[src/rtl/mfb_pkg.sv]
// Shared types and constants for the monochrome framebuffer blit/refresh block.
// Used by mfb_ctrl, mfb_datapath and mono_framebuffer_blit_refresh_top.
package mfb_pkg;

   localparam int SCREEN_WIDTH  = 128;
   localparam int SCREEN_HEIGHT = 64;
   localparam int FB_BYTES      = (SCREEN_WIDTH * SCREEN_HEIGHT) / 8;
   localparam int FB_ADDR_W     = $clog2(FB_BYTES);
   localparam int PAGE_COUNT    = SCREEN_HEIGHT / 8;
   localparam int PAGE_W        = (PAGE_COUNT > 1) ? $clog2(PAGE_COUNT) : 1;
   localparam int HDR_LEN       = 3;
   localparam int PAGE_LEN      = HDR_LEN + SCREEN_WIDTH;
   localparam int COL_W         = $clog2(PAGE_LEN);
   localparam int X_W           = 7;
   localparam int CSR_IDX_W     = 2;

   // position of each command byte within a page
   localparam int HDR_PAGE = 0;
   localparam int HDR_LOW  = 1;
   localparam int HDR_HIGH = 2;

   // register indexes
   localparam logic [CSR_IDX_W-1:0] CSR_PAGE_BASE = 2'd0;
   localparam logic [CSR_IDX_W-1:0] CSR_LOWER_COL = 2'd1;
   localparam logic [CSR_IDX_W-1:0] CSR_UPPER_COL = 2'd2;

   localparam logic [7:0] PAGE_BASE_RST = 8'd176;
   localparam logic [7:0] LOWER_COL_RST = 8'd0;
   localparam logic [7:0] UPPER_COL_RST = 8'd16;

   // result kinds
   localparam logic KIND_PIXEL   = 1'b0;
   localparam logic KIND_REFRESH = 1'b1;

   typedef enum logic [2:0] {
      CMD_SET_PIXEL  = 3'd0,
      CMD_GET_PIXEL  = 3'd1,
      CMD_FILL       = 3'd2,
      CMD_BLIT_START = 3'd3,
      CMD_BLIT_BYTE  = 3'd4,
      CMD_RENDER     = 3'd5
   } cmd_type;

   typedef struct packed {
      logic [2:0] cmd;
      logic [6:0] x_pos;
      logic [5:0] y_pos;
      logic       pixel_value;
      logic [7:0] blit_w;
      logic [6:0] blit_h;
      logic [7:0] data_byte;
   } req_type;

   typedef struct packed {
      logic       kind;
      logic       pixel_out;
      logic [7:0] spi_byte;
      logic       is_data;
      logic       frame_end;
   } rsp_type;

   typedef enum logic [3:0] {
      ST_CLEAR,
      ST_IDLE,
      ST_SET_RD,
      ST_SET_WR,
      ST_GET_RD,
      ST_GET_OUT,
      ST_FILL,
      ST_BLIT_LOAD,
      ST_BLIT_RD,
      ST_BLIT_WR,
      ST_REF_RD,
      ST_REF_OUT
   } state_type;

   typedef enum logic [1:0] {
      RD_PIXEL,
      RD_BLIT,
      RD_REFRESH
   } rd_src_type;

   typedef struct packed {
      logic       req_load;
      rd_src_type rd_src;
      logic       pix_we;
      logic       blit_load;
      logic       blit_we;
      logic       sweep_we;
      logic       sweep_fill;
      logic       get_rsp;
      logic       ref_rsp;
   } ctl_type;

   typedef struct packed {
      logic sweep_last;
      logic blit_active;
      logic blit_stop;
   } sts_type;

endpackage

[src/rtl/mfb_ctrl.sv]
// Control state machine: sequences pixel, fill, blit and refresh operations.
// Depends on mfb_pkg; drives mfb_datapath through ctl_type commands.
module mfb_ctrl (
   input  logic              clock,
   input  logic              reset,
   input  logic              start,
   input  logic [2:0]        req_cmd,
   input  mfb_pkg::sts_type  sts,
   output logic              busy,
   output mfb_pkg::ctl_type  ctl
);

   mfb_pkg::state_type state_ff, state_in;

   always_ff @(posedge clock) begin
      if (reset) begin
         state_ff <= mfb_pkg::ST_CLEAR;
      end else begin
         state_ff <= state_in;
      end
   end

   always_comb begin
      state_in = state_ff;
      case (state_ff)
         mfb_pkg::ST_CLEAR: begin
            if (sts.sweep_last) state_in = mfb_pkg::ST_IDLE;
         end
         mfb_pkg::ST_IDLE: begin
            if (start) begin
               case (mfb_pkg::cmd_type'(req_cmd))
                  mfb_pkg::CMD_SET_PIXEL:  state_in = mfb_pkg::ST_SET_RD;
                  mfb_pkg::CMD_GET_PIXEL:  state_in = mfb_pkg::ST_GET_RD;
                  mfb_pkg::CMD_FILL:       state_in = mfb_pkg::ST_FILL;
                  mfb_pkg::CMD_BLIT_START: state_in = mfb_pkg::ST_BLIT_LOAD;
                  mfb_pkg::CMD_BLIT_BYTE: begin
                     state_in = sts.blit_active ? mfb_pkg::ST_BLIT_RD : mfb_pkg::ST_IDLE;
                  end
                  mfb_pkg::CMD_RENDER:     state_in = mfb_pkg::ST_REF_RD;
                  default:                 state_in = mfb_pkg::ST_IDLE;
               endcase
            end
         end
         mfb_pkg::ST_SET_RD:    state_in = mfb_pkg::ST_SET_WR;
         mfb_pkg::ST_SET_WR:    state_in = mfb_pkg::ST_IDLE;
         mfb_pkg::ST_GET_RD:    state_in = mfb_pkg::ST_GET_OUT;
         mfb_pkg::ST_GET_OUT:   state_in = mfb_pkg::ST_IDLE;
         mfb_pkg::ST_FILL: begin
            if (sts.sweep_last) state_in = mfb_pkg::ST_IDLE;
         end
         mfb_pkg::ST_BLIT_LOAD: state_in = mfb_pkg::ST_IDLE;
         mfb_pkg::ST_BLIT_RD:   state_in = mfb_pkg::ST_BLIT_WR;
         mfb_pkg::ST_BLIT_WR: begin
            state_in = sts.blit_stop ? mfb_pkg::ST_IDLE : mfb_pkg::ST_BLIT_RD;
         end
         mfb_pkg::ST_REF_RD:    state_in = mfb_pkg::ST_REF_OUT;
         mfb_pkg::ST_REF_OUT:   state_in = mfb_pkg::ST_IDLE;
         default:               state_in = mfb_pkg::ST_IDLE;
      endcase
   end

   always_comb begin
      busy           = (state_ff != mfb_pkg::ST_IDLE);
      ctl            = '0;
      ctl.rd_src     = mfb_pkg::RD_PIXEL;
      ctl.req_load   = (state_ff == mfb_pkg::ST_IDLE) && start;
      case (state_ff)
         mfb_pkg::ST_CLEAR:     ctl.sweep_we = 1'b1;
         mfb_pkg::ST_SET_WR:    ctl.pix_we = 1'b1;
         mfb_pkg::ST_GET_OUT:   ctl.get_rsp = 1'b1;
         mfb_pkg::ST_FILL: begin
            ctl.sweep_we   = 1'b1;
            ctl.sweep_fill = 1'b1;
         end
         mfb_pkg::ST_BLIT_LOAD: ctl.blit_load = 1'b1;
         mfb_pkg::ST_BLIT_RD:   ctl.rd_src = mfb_pkg::RD_BLIT;
         mfb_pkg::ST_BLIT_WR: begin
            ctl.rd_src  = mfb_pkg::RD_BLIT;
            ctl.blit_we = 1'b1;
         end
         mfb_pkg::ST_REF_RD:    ctl.rd_src = mfb_pkg::RD_REFRESH;
         mfb_pkg::ST_REF_OUT: begin
            ctl.rd_src  = mfb_pkg::RD_REFRESH;
            ctl.ref_rsp = 1'b1;
         end
         default: ;
      endcase
   end

   // the clearing pass holds the block off after every reset
   ap_reset_busy: assert property (@(posedge clock) reset |=> busy)
      else $error("block not busy after reset");

   // memory writes never overlap
   ap_one_writer: assert property (@(posedge clock) disable iff (reset)
      $onehot0({ctl.pix_we, ctl.blit_we, ctl.sweep_we}))
      else $error("more than one memory write source");

   // no memory traffic or result while idle
   ap_idle_quiet: assert property (@(posedge clock) disable iff (reset)
      !busy |-> !(ctl.pix_we || ctl.blit_we || ctl.sweep_we || ctl.get_rsp || ctl.ref_rsp))
      else $error("datapath command issued while idle");

endmodule

[config.mk]
export PLATFORM = sky130hd
export DESIGN_NAME = mfb_ctrl
export DESIGN_NICKNAME = d
export VERILOG_FILES = /design/src/rtl/mfb_pkg.sv /design/src/rtl/mfb_ctrl.sv
export SDC_FILE = /design/constraint.sdc
export NUM_CORES = 1
export LEC_CHECK = 0
export CAP_MARGIN = 20
export CORE_AREA = 2 2 39 41
export DETAILED_ROUTE_END_ITERATION = 7
export DIE_AREA = 0 0 41 43
export DONT_BUFFER_PORTS = 1
export PLACE_DENSITY = 0.4
export SETUP_SLACK_MARGIN = 0.02
export SKIP_LAST_GASP = 1
export SLEW_MARGIN = 10
export SYNTH_ARGS = -nofsm -noshare
export SYNTH_HDL_FRONTEND = slang
export SYNTH_SLANG_ARGS = --single-unit
[constraint.sdc]
create_clock -name clock -period 3.8 [get_ports clock]
set_input_delay 0.76 -clock clock [delete_from_list [all_inputs] [get_ports clock]]
set_output_delay 0.76 -clock clock [all_outputs]
set_load 0.1 [all_outputs]
; Word level (Yosys, flattened, before mapping)
; Index checks and enable logic that the tools add are counted.
[word_totals]
out_inout_bits = 11
regBits = 4
wordCells = 41
[op_classes]
n_eq_ne = 19
n_reduce_logical = 7
mux = 14
[ops]
columns = operator, count
row1 = $pmux W4 S7, 1
row2 = $pmux W4 S6, 1
row3 = $eq A4 B3 Y1 const B, 4
row4 = $eq A4 B4 Y1 const B, 4
row5 = $mux W4, 4
row6 = $eq A4 B2 Y1 const B, 2
row7 = $mux W1, 7
row8 = $eq A3 B2 Y1 const B, 2
row9 = $eq A3 B3 Y1 const B, 2
row10 = $reduce_or A2 Y1, 3
row11 = $eq A4 B1 Y1 const B, 1
row12 = $logic_not A4 Y1, 1
row13 = $ne A4 B1 Y1 const B, 1
row14 = $pmux W2 S2, 1
row15 = $eq A3 B1 Y1 const B, 1
row16 = $logic_not A3 Y1, 1
row17 = $ne A2 B1 Y1 const B, 1
row18 = $ne A2 B2 Y1 const B, 1
row19 = $reduce_and A2 Y1, 1
row20 = $logic_and A1 B1 Y1, 1

; Longest topological paths before layout
; Gate-level depths: netlist of run 1.
[logic_depth]
word_depth = 4
mapped_depth = 7

; Worst setup path after synthesis of run 1
; Ideal clock, no wire load.
[synth_timing]
kind = register -> output
startpoint = reg state_ff[2]
endpoint = out ctl[3] (netlist bit)
n_path_buf = 1
t_required_ns = 3.040
setup_slack_ns = 0.394
path_stages_with_launch = 4
arrival_time_ns = 2.646
path_cell_list = dfxtp_1 buf_2 xor2_1 nor3_1
[synth_rtl]
columns = element, line_no
row1 = start: declaration, mfb_ctrl.sv:13  ; mfb_pkg::state_type state_ff, state_in;
row2 = start signal: assignment, mfb_ctrl.sv:17  ; state_ff <= mfb_pkg::ST_CLEAR;
row3 = start signal: assignment, mfb_ctrl.sv:19  ; state_ff <= state_in;
row4 = end: declaration, mfb_ctrl.sv:10  ; output mfb_pkg::ctl_type ctl

==> results of run 1 <==
## cells in the final DEF (no fill, tap or decap), types with 2 or more instances in the layout
cell type / n
inv_1: 4
nand2_1: 4
clkbuf_16: 2
buf_4: 2
nand2b_1: 3
a21oi_1: 3
dfxtp_1: 4
nor3_2: 3
nor3_1: 2
nor2_1: 4
clkbuf_4: 3
nor2_2: 7
## worst max-delay path: stages (launching register included)
cell and delay [ps]:
dfxtp_1 400, nand2b_4 210, nor3_2 200, and2_1 810
## per-layer routing
| layer | part of all wire, % | track usage [%] | vias up | routed length [µm] |
|---|---|---|---|---|
| met5 | 0 | 0 | - | 0 |
| li1 | - | - | 195 | - |
| met2 | 45 | 17.19 | 17 | 405 |
| met3 | 7.7 | 5.236 | 0 | 69 |
| met4 | 0 | 6.000 | 0 | 0 |
| met1 | 47 | 15.11 | 159 | 424 |
## Yosys cell counts
cell type,n
o22ai_1,1
o21ai_0,1
or4b_1,1
xnor2_1,1
o31ai_1,1
nand2b_1,3
nor3_2,1
o311ai_1,1
a21boi_0,1
inv_1,4
and2_1,1
o22a_1,1
a21oi_1,3
buf_2,1
nor2b_1,1
nand2b_4,1
dfxtp_1,4
nor2_1,11
a221oi_1,1
xor2_1,1
or3b_2,1
or2b_1,1
buf_6,1
nor3_1,4
o2bb2ai_1,1
inv_2,1
nand2_1,4
## worst paths after layout
| path | startpoint | to |
|---|---|---|
| worst max-delay path | state_ff[1] | ctl[9] |
| worst min register to register | state_ff[2] | state_ff[0] |
| worst min-delay path | reset | state_ff[2] |
| worst max register to register | state_ff[1] | state_ff[2] |
## metrics by stage
stage               cells  total power (W)  hold slack (ps)  worst slack, ps
floorplan              53       0.00008447            626.4            394.2
global placement       71       0.00009574            657.8             1402
detailed placement     71       0.00009550            648.7             1409
CTS                    74        0.0001500            590.1             1150
global route           74        0.0001573            584.4             1063
finish                 74        0.0001464            598.9             1184
## cells by family (layout without fill, tap and decap cells)
group                     count (synthesis)  count (layout)  synth area share [%]
AOI/OAI and AO/OA                        11              11                 20.82
xor gates and xnor gates                  2               2                 4.779
DFF                                       4               4                 21.84
and+or+nand+nor                          29              29                 43.01
buffers and inverters                     7              12                 9.553
## area by class of cell
class	instances	area [µm²]	share of cell area, %
multi-input combinational	42	279.0	57.47
sequential	4	80.08	16.49
timing repair buffer	4	65.06	13.40
clock buffer	3	22.52	4.639
tap	16	20.02	4.124
inverter	5	18.77	3.866
## power by group through the flow
stage / Combinational [W] / Sequential, W / Clock (W)
after floorplan: 0.0000384 / 0.0000461 / 0
after global placement: 0.0000480 / 0.0000477 / 0
after detailed placement: 0.0000479 / 0.0000477 / 0
after CTS: 0.0000479 / 0.0000470 / 0.0000550
after global routing: 0.0000498 / 0.0000476 / 0.0000598
final: 0.0000473 / 0.0000470 / 0.0000521
==> summary.txt, run 1 <==
Status: finished, final reports clean
GRT Total Usage: 12.15%
Worst-skew pair later-pin latency: 230 ps
Layout area overhead: 32.42%
RePlAce Congestion: 0.6324
Fillers: 164
Largest net degree at the start of global routing: 11
Hold Path Stages: 1
Synth area leaders: dfxtp_1, nor2_1, nor3_1
Initial Utilization: 26.49%
GRT overflow: 0
Drt via density: 5.014
Seq/Total Area, Yosys: 21.84%
Final min period: 2616 ps
Final core utilization: 35.08%
Worst Path Max Fanout: 10
CP Capture Type: output pin
Std-Cell Rows: 14
Worst Reg-to-Reg Cells: 6
Clock power frac: 35.6%
CTS clk-pin slew, worst paths: 40 ps
Initial antenna violation count: 0
Final setup viols: 0
Int Pwr: 0.00009267 W
Post-CTS sizing: 0
RSZ-0062 raised after global routing: false
Placed inst area: 462.9 µm²
Worst Path Required: 3040 ps
Net Sw Power: 0.00005369 W
Slew Viols, Final: 0
Worst ir drop on vdd: 0.1266 mV
Worst slew margin relative to its limit: 29.66%
Reg-to-reg setup timing slack: 2140 ps
Hpwl dp: 732.6 µm
Drt drc: 0
Setup TNS: 0 ps
Register share of total power: 32.1%
DR vias: 371
NumNets Final: 69
Max Clock Freq: 382.2 MHz
Avg Inst Size Synth: 6.917 µm²
Finished Cell Area: 485.5 µm²
Drt pass-1 iters: 2
TritonCTS clock tree: done
Leak: 0.1788 nW
H-tree levels: 1
Critical path arrival: 1860 ps
Combinational share of power: 32.3%
Max Cap Violations: 0
Max reg flops: 4
Synthesis-stage register bit count: 4
Clock sinks: 4
First-pass GRT wire length: 1.393 mm
Die area: 0.001763 mm²
Fraction of layout cells with a size suffix above 1: 34.48%
Vias in the first global route: 335
# Post-CTS Setup Buffers: 0
Wire per inst: 12.14 µm
Maximum root-to-sink buffer count: 2
Initial DRC count: 4
Area leader, netlist: dfxtp_1
Synth top area share: 21.84%
Largest regs: state_ff x4
Hold_buf cts: 0
Core Footprint: 0.001384 mm²
Die width: 41 µm
Final Cycle Share: 68.85%
I/O pins: 20
Final Hold Vio Count: 0
Worst setup path class: reg -> out
Pwr/cell area: 301.5 mW/mm²
Ant. Diodes: 0
DIE HEIGHT: 43 µm
CTS Root Cell: clkbuf_4
TritonCTS buffer count: 3
Largest register by flop count: state_ff
CP startpoint kind: flip-flop
Synth cell types: 27
Post-Syn Area: 366.6 µm²
Worst slew pin tran: 1054 ps
Setup Skew: 3.104 ps
Post-synthesis net count: 62
Total number of yosys warnings: 0
Worst Hold Class: in -> reg
DRT antenna net count: 0
Buffers on Ports: 0
Routed WL: 898 µm
Syn Inst Count: 53
Sw Ratio: 36.69%
Note: power is estimated with default switching activity, not from simulation.
==> run 2: changes to the inputs <==
--- a/config.mk
+++ b/config.mk
@@ -10,7 +10,7 @@
 export DETAILED_ROUTE_END_ITERATION = 7
 export DIE_AREA = 0 0 41 43
 export DONT_BUFFER_PORTS = 1
-export PLACE_DENSITY = 0.4
+export PLACE_DENSITY = 0.41
 export SETUP_SLACK_MARGIN = 0.02
 export SKIP_LAST_GASP = 1
 export SLEW_MARGIN = 10
==> constraint.sdc (replaced) <==
create_clock -name clock -period 2.1 [get_ports clock]
set_input_delay 0.42 -clock clock [delete_from_list [all_inputs] [get_ports clock]]
set_output_delay 0.42 -clock clock [all_outputs]
set_load 0.1 [all_outputs]
==> summary.txt, run 2 (same netlist as run 1, synthesis figures left out) <==
Worst slew margin relative to its limit: 67.68%
Core Footprint: 0.001384 mm²
Routed WL: 923 µm
I/O pins: 20
DR vias: 394
Die area: 0.001763 mm²
RePlAce Congestion: 0.6917
Reg-to-reg setup timing slack: 400 ps
Worst ir drop on vdd: 0.1911 mV
Slew Viols, Final: 0
TritonCTS buffer count: 3
Most frequent cells in the layout: buf_4, nor2_2
NumNets Final: 75
FF/Latch Area: 80.08 µm²
Hold Path Stages: 1
Drt drc: 0
Wire per inst: 11.54 µm
Hpwl dp: 757.4 µm
Fraction of layout cells with a size suffix above 1: 40.63%
Largest regs: state_ff x4
Crit Reg-Reg Startpoint: state_ff[0]
Max Clock Freq: 511.6 MHz
Vias in the first global route: 348
Fin cells: 80
Drt via density: 4.925
CP startpoint kind: flip-flop
Buffers on Ports: 0
H-tree levels: 1
TritonCTS clock tree: done
First-pass GRT wire length: 1.414 mm
Final hold slack: 256.8 ps
Setup Skew: 0.2764 ps
Worst slew pin tran: 484.1 ps
DRT antenna net count: 0
CTS clk-pin slew, worst paths: 40 ps
Largest net degree at the start of global routing: 11
Ant. Diodes: 0
Final setup viols: 0
Worst-skew pair later-pin latency: 230 ps
Initial DRC count: 3
Worst Path Required: 1680 ps
CP Capture Type: output pin
Hold endpoint: state_ff[2]
Multi-input combinational cell area: 291.5 µm²
Placed inst area: 485.5 µm²
Final Cycle Share: 93.08%
Reg2reg end: state_ff[2]
Pwr/cell area: 515.4 mW/mm²
Final min period: 1955 ps
Max Cap Violations: 0
GRT Total Usage: 12.06%
Post-CTS sizing: 0
Initial Utilization: 26.49%
Hold_sp: reset
GRT overflow: 0
Layout area overhead: 38.57%
Finished Cell Area: 508.0 µm²
Maximum root-to-sink buffer count: 2
Clock sinks: 4
Worst Hold Class: in -> reg
DIE HEIGHT: 43 µm
Die width: 41 µm
Drt pass-1 iters: 3
Std-Cell Rows: 14
# Post-CTS Setup Buffers: 0
Max reg flops: 4
Status: finished, final reports clean
Final Hold Vio Count: 0
Number of cells after detailed placement: 77
Most common cell after layout, fill and taps aside: buf_4
Critical path arrival: 1530 ps
Worst setup path class: reg -> out
Hold_buf cts: 0
Worst Path Max Fanout: 8
Largest register by flop count: state_ff
Fillers: 160
Worst Reg-to-Reg Cells: 6
RSZ-0062 raised after global routing: false
Initial antenna violation count: 0
Leak: 0.1951 nW
CTS Root Cell: clkbuf_4
## run 2: changes by cell type in the layout (fill, tap and decap cells not counted), sizes merged
cell	previous run	this run
buf	2	10
clkbuf	5	3
## run 2: metrics by stage
step                      power (W)  TNS [ps]  util [%]  worst slack, ps
after floorplan           0.0001549    -968.6         -           -227.9
after global placement    0.0001700         0     35.08            372.3
after detailed placement  0.0001699         0     35.08            369.1
after CTS                 0.0002658         0     36.71            135.0
after global routing      0.0002760         0     36.71            30.14
final                     0.0002618         0     36.71            145.4
## run 2: area by class of cell
cell class	count	share of cell area, %
repair buffers	10	14.78
inverters	5	3.695
multi-input cells	42	57.39
flip-flops and latches	4	15.76
well taps	16	3.941
clock buffers	3	4.433
## run 2: report_power, final
| part | total [W] | switching [W] | internal (W) |
|---|---|---|---|
| clock | 0.0000941 | 0.0000303 | 0.0000639 |
| sequential | 0.0000858 | 0.00000697 | 0.0000788 |
| combinational | 0.0000819 | 0.0000607 | 0.0000212 |
| total | 0.000262 | 0.0000979 | 0.000164 |
## run 2: how the worst max path moves through the flow
| stage | slack (ps) | start | end | cells after the start |
|---|---|---|---|---|
| 6_report | 150 | state_ff[0] | ctl[9] | 4 |
| 5_1_grt | 30 | state_ff[0] | ctl[9] | 4 |
| 4_1_cts | 140 | state_ff[0] | ctl[9] | 4 |
| 3_5_place_dp | 370 | state_ff[0] | state_ff[2] | 6 |
| 3_3_place_gp | 370 | state_ff[0] | state_ff[2] | 6 |
| 2_1_floorplan | -230 | state_ff[2] | ctl[0] | 3 |
## run 2: per-layer routing
metal | global-route usage [%] | vias up | part of all wire (%)
met5 | 0 | - | 0
met4 | 8.000 | 0 | 0
met3 | 2.618 | 0 | 7.9
met2 | 17.50 | 16 | 48
met1 | 15.16 | 176 | 44
li1 | - | 202 | -
## run 2: worst max-delay path, stage by stage (launching register included)
cell and delay, ps:
dfxtp_1 520, nand2b_4 120, nor3_2 210, and2_1 160, buf_4 280
